`config.mk`:
```
export PLATFORM = sky130hd
export DESIGN_NAME = sft_ctrl
export DESIGN_NICKNAME = d
export VERILOG_FILES = /design/src/hw/rtl/sft_pkg.sv /design/src/hw/rtl/sft_ctrl.sv
export SDC_FILE = /design/constraint.sdc
export NUM_CORES = 1
export LEC_CHECK = 0
export ABC_CLOCK_PERIOD_IN_PS = 2000
export BUFFER_PORTS_ARGS = -buffer_cell sky130_fd_sc_hd__clkbuf_2
export CAP_MARGIN = 25
export CORE_ASPECT_RATIO = 1.75
export CORE_UTILIZATION = 47
export DETAILED_ROUTE_END_ITERATION = 8
export GPL_TIMING_DRIVEN = 0
export PLACE_DENSITY = 0.75
export SYNTH_ARGS = -nofsm -noshare
export SYNTH_HDL_FRONTEND = slang
export SYNTH_SLANG_ARGS = --single-unit
```
`constraint.sdc`:
```
create_clock -name clk -period 2 [get_ports clk]
set_clock_uncertainty 0.1 [all_clocks]
set_input_delay 0.1 -clock clk [delete_from_list [all_inputs] [get_ports clk]]
set_output_delay 0.1 -clock clk [all_outputs]
set_load 0.05 [all_outputs]
```
`src/hw/rtl/sft_pkg.sv`:
```
package sft_pkg;

  localparam int HANDLE_W = 10;
  localparam int BUCKET_W = 11;
  localparam int CFG_IDX_W = 1;
  localparam int CFG_DATA_W = 16;
  localparam int SEQ_W = 224;

  localparam logic [31:0] FNV_BASIS = 32'h811C_9DC5;
  localparam logic [31:0] FNV_PRIME = 32'd16777619;

  localparam logic [1:0] ACT_LOOKUP = 2'd0;
  localparam logic [1:0] ACT_INSERT = 2'd1;
  localparam logic [1:0] ACT_REMOVE = 2'd2;

  localparam logic [1:0] ST_OK = 2'd0;
  localparam logic [1:0] ST_NOT_FOUND = 2'd1;
  localparam logic [1:0] ST_FULL = 2'd2;
  localparam logic [1:0] ST_BAD_HANDLE = 2'd3;

  localparam logic [CFG_IDX_W-1:0] CFG_INET4 = 1'd0;
  localparam logic [CFG_IDX_W-1:0] CFG_INET6 = 1'd1;

  typedef struct packed {
    logic [1:0]          action;
    logic                is_v6;
    logic [15:0]         peer_port;
    logic [63:0]         addr_hi;
    logic [63:0]         addr_lo;
    logic [63:0]         session_id;
    logic [HANDLE_W-1:0] handle_in;
  } in_t;

  typedef struct packed {
    logic [1:0]          status;
    logic [HANDLE_W-1:0] handle_out;
    logic [BUCKET_W-1:0] bucket;
  } out_t;

  typedef struct packed {
    logic       ld_req;
    logic       clr_step;
    logic       ld_stored;
    logic       hash_step;
    logic       mod_step;
    logic       walk_ld;
    logic       walk_next;
    logic       scan_init;
    logic       scan_next;
    logic       take_slot;
    logic       ins_w1;
    logic       ins_w2;
    logic       rm_w1;
    logic       emit;
    logic [1:0] emit_st;
  } cmd_t;

  typedef struct packed {
    logic clr_done;
    logic is_insert;
    logic is_remove;
    logic hin_bad;
    logic hash_last;
    logic mod_last;
    logic tbl_full;
    logic walk_end;
    logic key_match;
    logic slot_found;
  } stat_t;

endpackage

```
`src/hw/rtl/sft_ctrl.sv`:
```
module sft_ctrl (
  input  logic           clk,
  input  logic           rst_n,
  input  logic           start,
  output logic           busy,
  input  sft_pkg::stat_t st,
  output sft_pkg::cmd_t  cmd
);

  typedef enum logic [15:0] {
    S_CLEAR     = 16'h0001,
    S_IDLE      = 16'h0002,
    S_DISPATCH  = 16'h0004,
    S_RM_CHK    = 16'h0008,
    S_HASH      = 16'h0010,
    S_MOD       = 16'h0020,
    S_HEAD_WAIT = 16'h0040,
    S_WALK_LD   = 16'h0080,
    S_WALK_WAIT = 16'h0100,
    S_WALK_CHK  = 16'h0200,
    S_INS_CHK   = 16'h0400,
    S_SCAN_WAIT = 16'h0800,
    S_SCAN_CHK  = 16'h1000,
    S_INS_W1    = 16'h2000,
    S_INS_W2    = 16'h4000,
    S_RM_W1     = 16'h8000
  } state_t;

  state_t state_r, state_nxt;

  always_ff @(posedge clk) begin
    if (!rst_n) begin
      state_r <= S_CLEAR;
    end else begin
      state_r <= state_nxt;
    end
  end

  assign busy = (state_r != S_IDLE);

  always_comb begin
    state_nxt = state_r;
    cmd = '0;
    cmd.emit_st = sft_pkg::ST_OK;
    case (state_r)
      S_CLEAR: begin
        cmd.clr_step = 1'b1;
        if (st.clr_done) state_nxt = S_IDLE;
      end
      S_IDLE: begin
        if (start) begin
          cmd.ld_req = 1'b1;
          state_nxt = S_DISPATCH;
        end
      end
      S_DISPATCH: begin
        state_nxt = st.is_remove ? S_RM_CHK : S_HASH;
      end
      S_RM_CHK: begin
        if (st.hin_bad) begin
          cmd.emit = 1'b1;
          cmd.emit_st = sft_pkg::ST_BAD_HANDLE;
          state_nxt = S_IDLE;
        end else begin
          cmd.ld_stored = 1'b1;
          state_nxt = S_HASH;
        end
      end
      S_HASH: begin
        cmd.hash_step = 1'b1;
        if (st.hash_last) state_nxt = S_MOD;
      end
      S_MOD: begin
        cmd.mod_step = 1'b1;
        if (st.mod_last) state_nxt = S_HEAD_WAIT;
      end
      S_HEAD_WAIT: begin
        if (st.is_remove) state_nxt = S_RM_W1;
        else if (st.is_insert) state_nxt = S_INS_CHK;
        else state_nxt = S_WALK_LD;
      end
      S_WALK_LD: begin
        cmd.walk_ld = 1'b1;
        state_nxt = S_WALK_WAIT;
      end
      S_WALK_WAIT: begin
        state_nxt = S_WALK_CHK;
      end
      S_WALK_CHK: begin
        if (st.walk_end) begin
          cmd.emit = 1'b1;
          cmd.emit_st = sft_pkg::ST_NOT_FOUND;
          state_nxt = S_IDLE;
        end else if (st.key_match) begin
          cmd.emit = 1'b1;
          cmd.emit_st = sft_pkg::ST_OK;
          state_nxt = S_IDLE;
        end else begin
          cmd.walk_next = 1'b1;
          state_nxt = S_WALK_WAIT;
        end
      end
      S_INS_CHK: begin
        if (st.tbl_full) begin
          cmd.emit = 1'b1;
          cmd.emit_st = sft_pkg::ST_FULL;
          state_nxt = S_IDLE;
        end else begin
          cmd.scan_init = 1'b1;
          state_nxt = S_SCAN_WAIT;
        end
      end
      S_SCAN_WAIT: begin
        state_nxt = S_SCAN_CHK;
      end
      S_SCAN_CHK: begin
        if (st.slot_found) begin
          cmd.take_slot = 1'b1;
          state_nxt = S_INS_W1;
        end else begin
          cmd.scan_next = 1'b1;
          state_nxt = S_SCAN_WAIT;
        end
      end
      S_INS_W1: begin
        cmd.ins_w1 = 1'b1;
        state_nxt = S_INS_W2;
      end
      S_INS_W2: begin
        cmd.ins_w2 = 1'b1;
        cmd.emit = 1'b1;
        cmd.emit_st = sft_pkg::ST_OK;
        state_nxt = S_IDLE;
      end
      S_RM_W1: begin
        cmd.rm_w1 = 1'b1;
        cmd.emit = 1'b1;
        cmd.emit_st = sft_pkg::ST_OK;
        state_nxt = S_IDLE;
      end
      default: begin
        state_nxt = S_IDLE;
      end
    endcase
  end

endmodule

```
### Word level (Yosys, flattened, before mapping)

Cells that the tools add are included.
Widths: inputs -> output; s select.

* eq/ne operators: 21
* muxes and demuxes: 37
* reductions and logical operators: 2

Operators with widths (count)
* $pmux 16 s14: 1
* $mux 16: 6
* $mux 1: 18
* $eq 16x1->1 const B: 1
* $eq 16x10->1 const B: 1
* $eq 16x11->1 const B: 1
* $eq 16x12->1 const B: 1
* $eq 16x13->1 const B: 1
* $eq 16x14->1 const B: 1
* $eq 16x15->1 const B: 1
* $eq 16x16->1 const B: 1
* $eq 16x2->1 const B: 1
* $eq 16x3->1 const B: 1
* $eq 16x4->1 const B: 1
* $eq 16x5->1 const B: 1
* $eq 16x6->1 const B: 1
* $eq 16x7->1 const B: 1
* $eq 16x8->1 const B: 1
* $eq 16x9->1 const B: 1
* $ne 16x2->1 const B: 1
* $mux 14: 1
* $mux 12: 1
* $mux 3: 4
* $pmux 3 s4: 1
* other kinds (7): 11

* register bits after elaboration: 16
* output and inout port bits: 17
* logic and storage cells: 61

### Logic depth before layout (Yosys ltp)

Gate-level depths: netlist of the first run.

* depth in word-level cells: 3
* depth in mapped cells: 7
* mapped depth without buffers: 5

### Least setup slack after synthesis of the first run

Ideal clock, no wire load.

* kind: reg-to-reg
* start point: reg state_r[2]
* end point: reg state_r[8]
* setup time: 0.071 ns
* arrival: 2.970 ns
* data required time: 1.829 ns
* path slack: -1.141 ns
* cell stages (with the launch flop): 7
* path buffers: 1
* clock period less this slack: 3.141 ns
* path through: dfxtp_1 -> buf_2 -> nor4_2 -> nand3_1 -> nor4_1 -> nor2_1 -> nor2_1

* longest elaborated chain between the ends: 3

Ends and longest elaborated chain
* from (decl): line sft_ctrl.sv:29 `state_t state_r, state_nxt;`
* from (signal assigned): line sft_ctrl.sv:35 `state_r <= state_nxt;`
* $eq 16x1->1 (tied with other cells): line sft_ctrl.sv:45 `case (state_r)`
* $ne 2x2->1 (no line)
* $reduce_and 4->1 (no line)

Parallel ways exist; a longest one is shown, timed or not.
A chain may end at the register's enable or synchronous reset.

==> metrics.md, run 1 <==
| Metric | Value |
|---|---|
| Yosys top cell by area | `dfxtp_1` |
| Vias in the first global route | `1464` |
| Flop2flop setup slack | `-0.11 ns` |
| Avg Cell Area, Syn | `between 8 and 9 µm²` |
| Yosys Warn Count | `0` |
| Clock Pin Slew Worst Setup and Hold Paths | `0.08 ns` |
| Clk sinks | `16` |
| Final Hold Fails | `0` |
| Syn Std Cell Area | `1140 µm²` |
| Routed via count | `1712` |
| DIE AREA | `2640 µm²` |
| Top Registers | `state_r: 16 flops` |
| Number of I/O port buffers | `29` |
| HP Class | `in -> reg` |
| Max-slew violations | `0` |
| Outcome | `finished with violations` |
| DRC violations left | `0` |
| ANT cells | `0` |
| Final #Nets | `230` |
| Crit path time final | `around 2.2 ns` |
| Final wirelength | `about 6.4 mm` |
| Synth Flop Type | `dfxtp_1` |
| Total power | `1.11 mW` |
| Ports | `30` |
| Leak | `0.884 nW` |
| Worst Tran Pin Value | `0.546 ns` |
| Top-area cell type share of the netlist area | `0.280` |
| Post-Syn Instances | `141` |
| GR Overflow Total | `0` |
| F_max | `0.464 GHz` |
| Hpwl dp | `2.42 mm` |
| Rows | `23` |
| Vias/cell | `7.10` |
| Setup-failing EPs final | `29` |
| H-tree levels | `1` |
| Share of layout cells above drive strength 1 | `0.657` |
| Worst Path Arrival | `1.95 ns` |
| Core ar. | `2300 µm²` |
| CTS max path bufs | `2` |
| Yosys reg bits | `16` |
| RSZ-0062 raised after global routing | `true` |
| Post-Syn Nets | `154` |
| Crit. End Element | `output port` |
| Worst skew pair latency | `0.27 ns` |
| DP Area | `1490 µm²` |
| Worst setup SP type | `register` |
| Number of flip-flops in the largest register | `16` |
| Die Ht | `between 60 and 70 µm` |
| Design area | `2190 µm²` |
| Netlist cell types | `40` |
| Crit Path Category | `reg -> out` |
| All-Layer GR Usage | `0.373` |
| Most area-consuming cells after synthesis | `dfxtp_1 28%, nor2_1 6.9%, nor3_1 5.7%` |
| Largest net degree at the start of global routing | `10` |
| Max IR drop VDD | `0.592 mV` |
| Drt wl/cell | `26.6 µm` |
| Post-synth EDFFs | `0` |
| Root buffer cell | `clkbuf_8` |
| Tcrit/Tclk final | `1.08` |
| Initial Util | `0.497` |
| Initial DRC count | `145` |
| Pwr Density | `507 nW/µm²` |
| Die width | `around 39 µm` |
| Post-synth top cells | `21 x nor2_1, 16 x dfxtp_1, 13 x nor3_1, 10 x nand2_1` |
| Asr flop ratio synth | `0` |
| First drt pass iteration count | `5` |
| TritonCTS Buffers | `3` |
| Final Worst Setup Slack | `-0.153 ns` |
| Global placement routability congestion | `0.900` |
| Failing checks | `negative setup slack` |
| Post-DRT Antenna Nets | `0` |
| Max-cap violations | `0` |
| Worst Path Required | `1.80 ns` |
| Area Overhead vs Synth | `91.8%` |
| Seq/Total Area, Yosys | `0.280` |
| Worst Path Max Fanout | `5` |
| Initial antenna violation count | `0` |
| Most frequent cell after synthesis | `nor2_1` |
| CTS tree | `done` |
| Slew HR | `0.631` |
| Largest Register | `state_r` |
| First-pass GRT wire length | `6.71 mm` |
kinds of logic (layout without fill, tap and decap cells):
logic type	count (synthesis)	count (layout)	synth area share
XOR/XNOR	5	5	0.0383
AO/OA/AOI/OAI	20	20	0.137
AND/OR/NAND/NOR	89	89	0.500
buffers and inverters	11	86	0.0448
flip-flops	16	16	0.280
report_power, final:
group | internal [mW] | switching (mW)
Sequential | 0.321 | 0.0196
Clock | 0.176 | 0.149
Combinational | 0.179 | 0.267
Total | 0.676 | 0.435
placed cells by master (no fill, tap or decap), types with 4 or more instances in the layout:
| cell | instances |
|---|---|
| buf_4 | 33 |
| buf_6 | 16 |
| buf_8 | 7 |
| clkbuf_2 | 13 |
| clkbuf_8 | 7 |
| dfxtp_2 | 8 |
| dfxtp_4 | 8 |
| inv_1 | 5 |
| nand2_1 | 7 |
| nand3_1 | 4 |
| nand4_1 | 4 |
| nor2_1 | 13 |
| nor2_2 | 6 |
| nor3_1 | 7 |
| nor3_2 | 4 |
| nor3b_4 | 4 |
| nor4_4 | 7 |
per-stage QoR:
step / hold WS, ns / utilization / setup slack [ns] / cells / TNS (ns)
after floorplan: 0.0728 / - / -0.477 / 141 / -5.27
after global placement: 0.176 / 0.646 / -0.400 / 195 / -5.18
after detailed placement: 0.182 / 0.646 / -0.454 / 195 / -5.77
after CTS: 0.0163 / 0.842 / -0.0464 / 227 / -0.131
after global routing: 0.0257 / 0.953 / -0.369 / 241 / -4.00
final: 0.0186 / 0.953 / -0.153 / 241 / -2.26
layout make-up:
cell class | instances | area [µm²]
multi-input combinational | 114 | 1040
timing repair buffer | 74 | 662
sequential | 16 | 360
fill | 62 | 109
clock buffer | 4 | 55.1
tap | 25 | 31.3
buffer | 2 | 22.5
inverter | 6 | 22.5
critical path, cell delays in order, from the launching register on:
cell and delay (ns):
dfxtp_4 0.37, nor4_4 0.31, buf_4 0.20, nand4_1 0.17
buf_6 0.20, nor3b_4 0.24, buf_8 0.18
final timing paths:
path,startpoint,endpoint,cells past startpoint
hold reg to reg,state_r[8],state_r[9],2
setup / recovery,state_r[11],cmd[7],6
setup reg to reg,state_r[11],state_r[1],9
hold / removal,rst_n,state_r[0],2
metal layers:
layer,share of wire,global-route usage
met5,0,0
met4,0.11,0.284
met3,0.11,0.0987
met2,0.47,0.650
met1,0.31,0.344
what timing repair did:
| item | in CTS | in global routing |
|---|---|---|
| pin swaps | 14 | 27 |
| endpoints found under the setup margin | 31 | 31 |
| gates resized for setup | 46 | 59 |
| hold buffers | 2 | 0 |
| setup buffers | 29 | 16 |
| endpoints found under the hold margin | 2 | 0 |
Power figures use the tool's default switching activity.
==> run 2, diff against run 1 <==
--- a/config.mk
+++ b/config.mk
@@ -8,11 +8,13 @@
 export ABC_CLOCK_PERIOD_IN_PS = 2000
 export BUFFER_PORTS_ARGS = -buffer_cell sky130_fd_sc_hd__clkbuf_2
 export CAP_MARGIN = 25
+export CELL_PAD_IN_SITES_DETAIL_PLACEMENT = 2
+export CELL_PAD_IN_SITES_GLOBAL_PLACEMENT = 2
 export CORE_ASPECT_RATIO = 1.75
-export CORE_UTILIZATION = 47
+export CORE_UTILIZATION = 26
 export DETAILED_ROUTE_END_ITERATION = 8
 export GPL_TIMING_DRIVEN = 0
-export PLACE_DENSITY = 0.75
+export PLACE_DENSITY_LB_ADDON = 0.1
 export SYNTH_ARGS = -nofsm -noshare
 export SYNTH_HDL_FRONTEND = slang
 export SYNTH_SLANG_ARGS = --single-unit
==> metrics.md, run 2 (synthesis gave the netlist of run 1 again) <==
| Metric | Value |
|---|---|
| Outcome | `finished with violations` |
| Failing checks | `negative setup slack` |
| Share of layout cells above drive strength 1 | `0.634 (-0.0233)` |
| Clk pwr share | `0.284 (-0.009)` |
| Hold WS | `0.00234 ns (-0.0163 ns)` |
| Commonest cells after routing, fill and taps aside | `22 x buf_4, 14 x buf_6, 13 x clkbuf_2` |
| Leak | `0.842 nW (-4.7%)` |
| Total power | `1.09 mW (-2.1%)` |
| GR Overflow Total | `0 (unchanged)` |
| Inst Count DP | `219 (+12%)` |
| Ports | `30 (unchanged)` |
| Die width | `52.1 µm (+33%)` |
| Rows | `31 (+35%)` |
| Global placement routability congestion | `0.724 (-19%)` |
| Setup TNS | `-0.820 ns (+1.44 ns)` |
| Final Worst Setup Slack | `-0.152 ns (+0.00118 ns)` |
| Core ar. | `4190 µm² (+82%)` |
| Die Ht | `89.7 µm (+33%)` |
| Worst Path Max Fanout | `5 (unchanged)` |
| P_sw | `0.404 mW (-7.2%)` |
| Buf/Inv on CP | `4 (+1)` |
| Crit. End Element | `output port` |
| Power share of the combinational group | `0.402 (about the same)` |
| Filler cell count in the final layout | `454 (+630%)` |
| Commonest non-fill, non-tap cell in the layout | `buf_4` |
| H-tree levels | `1 (unchanged)` |
| RSZ-0062 raised after global routing | `true` |
| Final wirelength | `5.31 mm (-17%)` |
| TritonCTS Buffers | `3 (unchanged)` |
| Initial DRC count | `20 (-86%)` |
| Post-DRT Antenna Nets | `0 (unchanged)` |
| DRC violations left | `0 (unchanged)` |
| First-pass GRT wire length | `7.99 mm (+19%)` |
| Design area | `2170 µm² (-1.1%)` |
| Setup-failing EPs final | `19 (-34%)` |
| Initial antenna violation count | `0 (unchanged)` |
| Worst Path Required | `1.80 ns (about the same)` |
| Slowest CP cell | `dfxtp_4` |
| Routed via count | `1368 (-20%)` |
| Clk sinks | `16 (unchanged)` |
| Final core utilization | `0.518 (-0.435)` |
| Largest Register | `state_r` |
| Drt wl/cell | `20.9 µm (-22%)` |
| Max-slew violations | `0 (unchanged)` |
| Max IR drop VDD | `0.423 mV (-29%)` |
| Crit path time final | `2.15 ns (-0.00118 ns)` |
| Hpwl dp | `3.14 mm (+30%)` |
| Cell internal pwr | `0.684 mW (+1.1%)` |
| Tcrit/Tclk final | `1.08 (about the same)` |
| Final Hold Fails | `0 (unchanged)` |
| Initial Util | `0.273 (-0.224)` |
| CTS max path bufs | `2 (unchanged)` |
| Number of flip-flops in the largest register | `16 (unchanged)` |
| Worst Path Arrival | `1.95 ns (about the same)` |
| Crit. Startpoint | `state_r[4]` |
| Vias/cell | `5.39 (-24%)` |
| CP Cell Sequence | `nor4_4 > buf_6 > buf_6 > nand4_1 > buf_6 > nor3b_4 > buf_8` |
| Sw frac | `0.371 (-0.0203)` |
| Number of I/O port buffers | `29 (unchanged)` |
| Pwr Density | `501 nW/µm² (-1.0%)` |
| Largest net degree at the start of global routing | `10 (unchanged)` |
| Top Registers | `state_r: 16 flops` |
| CP peak stage delay | `0.36 ns (about the same)` |
| Clock Pin Slew Worst Setup and Hold Paths | `0.07 ns (about the same)` |
| Worst Tran Pin Value | `0.330 ns (-0.215 ns)` |
| Worst r2r src | `state_r[4]` |
| Slew HR | `0.777 (+0.146)` |
| Crit-path leading delay family | `simple AND/OR/NAND/NOR gates` |
| DP Area | `1520 µm² (+2.0%)` |
| Root buffer cell | `clkbuf_8` |
| DIE AREA | `4680 µm² (+77%)` |
| Post-Place Setup Slack | `-0.545 ns (-0.0912 ns)` |
| CP dominant cell by count | `buf_6` |
| First drt pass iteration count | `4 (-1)` |
| Final Non-Filler Cells | `254 (+5.4%)` |
| Sequential power share | `0.314 (+0.007)` |
| Worst setup SP type | `register` |
| Crit Path Category | `reg -> out` |
| Area Overhead vs Synth | `89.7%` |
| Hold Startpoint | `st[9]` |
| Worst skew pair latency | `0.26 ns (about the same)` |
| Vias in the first global route | `1517 (+3.6%)` |
| Max-cap violations | `0 (unchanged)` |
| Final #Nets | `219 (-4.8%)` |
| HP Class | `in -> reg` |
| All-Layer GR Usage | `0.230 (-0.143)` |
| F_max | `0.465 GHz (about the same)` |
| ANT cells | `0 (unchanged)` |
| CTS tree | `done` |
==> run 2: per-layer routing <==
| metal | GRT usage | routed length (µm) | up-vias |
|---|---|---|---|
| li1 | - | - | 651 |
| met1 | 0.252 | 2010 | 687 |
| met2 | 0.431 | 3160 | 26 |
| met3 | 0.0203 | 100 | 4 |
| met4 | 0.0833 | 38 | 0 |
| met5 | 0 | 0 | - |
==> run 2: area by class of cell <==
cell class / instances / area [µm²] / share of cell area
Clock buffer: 4 / 55.1 / 0.0254
Multi-Input combinational cell: 114 / 1050 / 0.485
Tap cell: 49 / 61.3 / 0.0283
Sequential cell: 16 / 357 / 0.164
Inverter: 6 / 22.5 / 0.0104
Timing Repair Buffer: 63 / 599 / 0.276
Buffer: 2 / 22.5 / 0.0104
==> run 2: power by group through the flow <==
stage | Sequential [mW] | Combinational, mW | Clock, mW
2_1_floorplan | 0.348 | 0.200 | 0
3_3_place_gp | 0.351 | 0.268 | 0
3_5_place_dp | 0.352 | 0.276 | 0
4_1_cts | 0.342 | 0.372 | 0.314
5_1_grt | 0.343 | 0.458 | 0.328
6_report | 0.342 | 0.437 | 0.309
==> run 2: final timing paths <==
kind | to | slack (ns) | depth (start not counted)
worst max-delay path | cmd[5] | -0.15 | 7
worst min-delay path | state_r[0] | 0.002 | 2
worst max register to register | state_r[9] | -0.05 | 8
worst min register to register | state_r[3] | 0.51 | 1
==> run 2: what timing repair did <==
item                       4_1_cts  5_1_grt
setup buffers                   24        8
hold buffers                     2        0
resized for setup               53       54
pin swaps                       16       18
setup endpoints to repair       32       28
hold endpoints to repair         2        0
==> run 2: worst register-to-register path: stages, from the launching register on <==
cell and delay, ns:
dfxtp_4 0.36, nor4_4 0.27, buf_6 0.17, buf_6 0.11
buf_4 0.09, nand4_1 0.24, nor2_2 0.23, or3_4 0.28
nor3_1 0.09
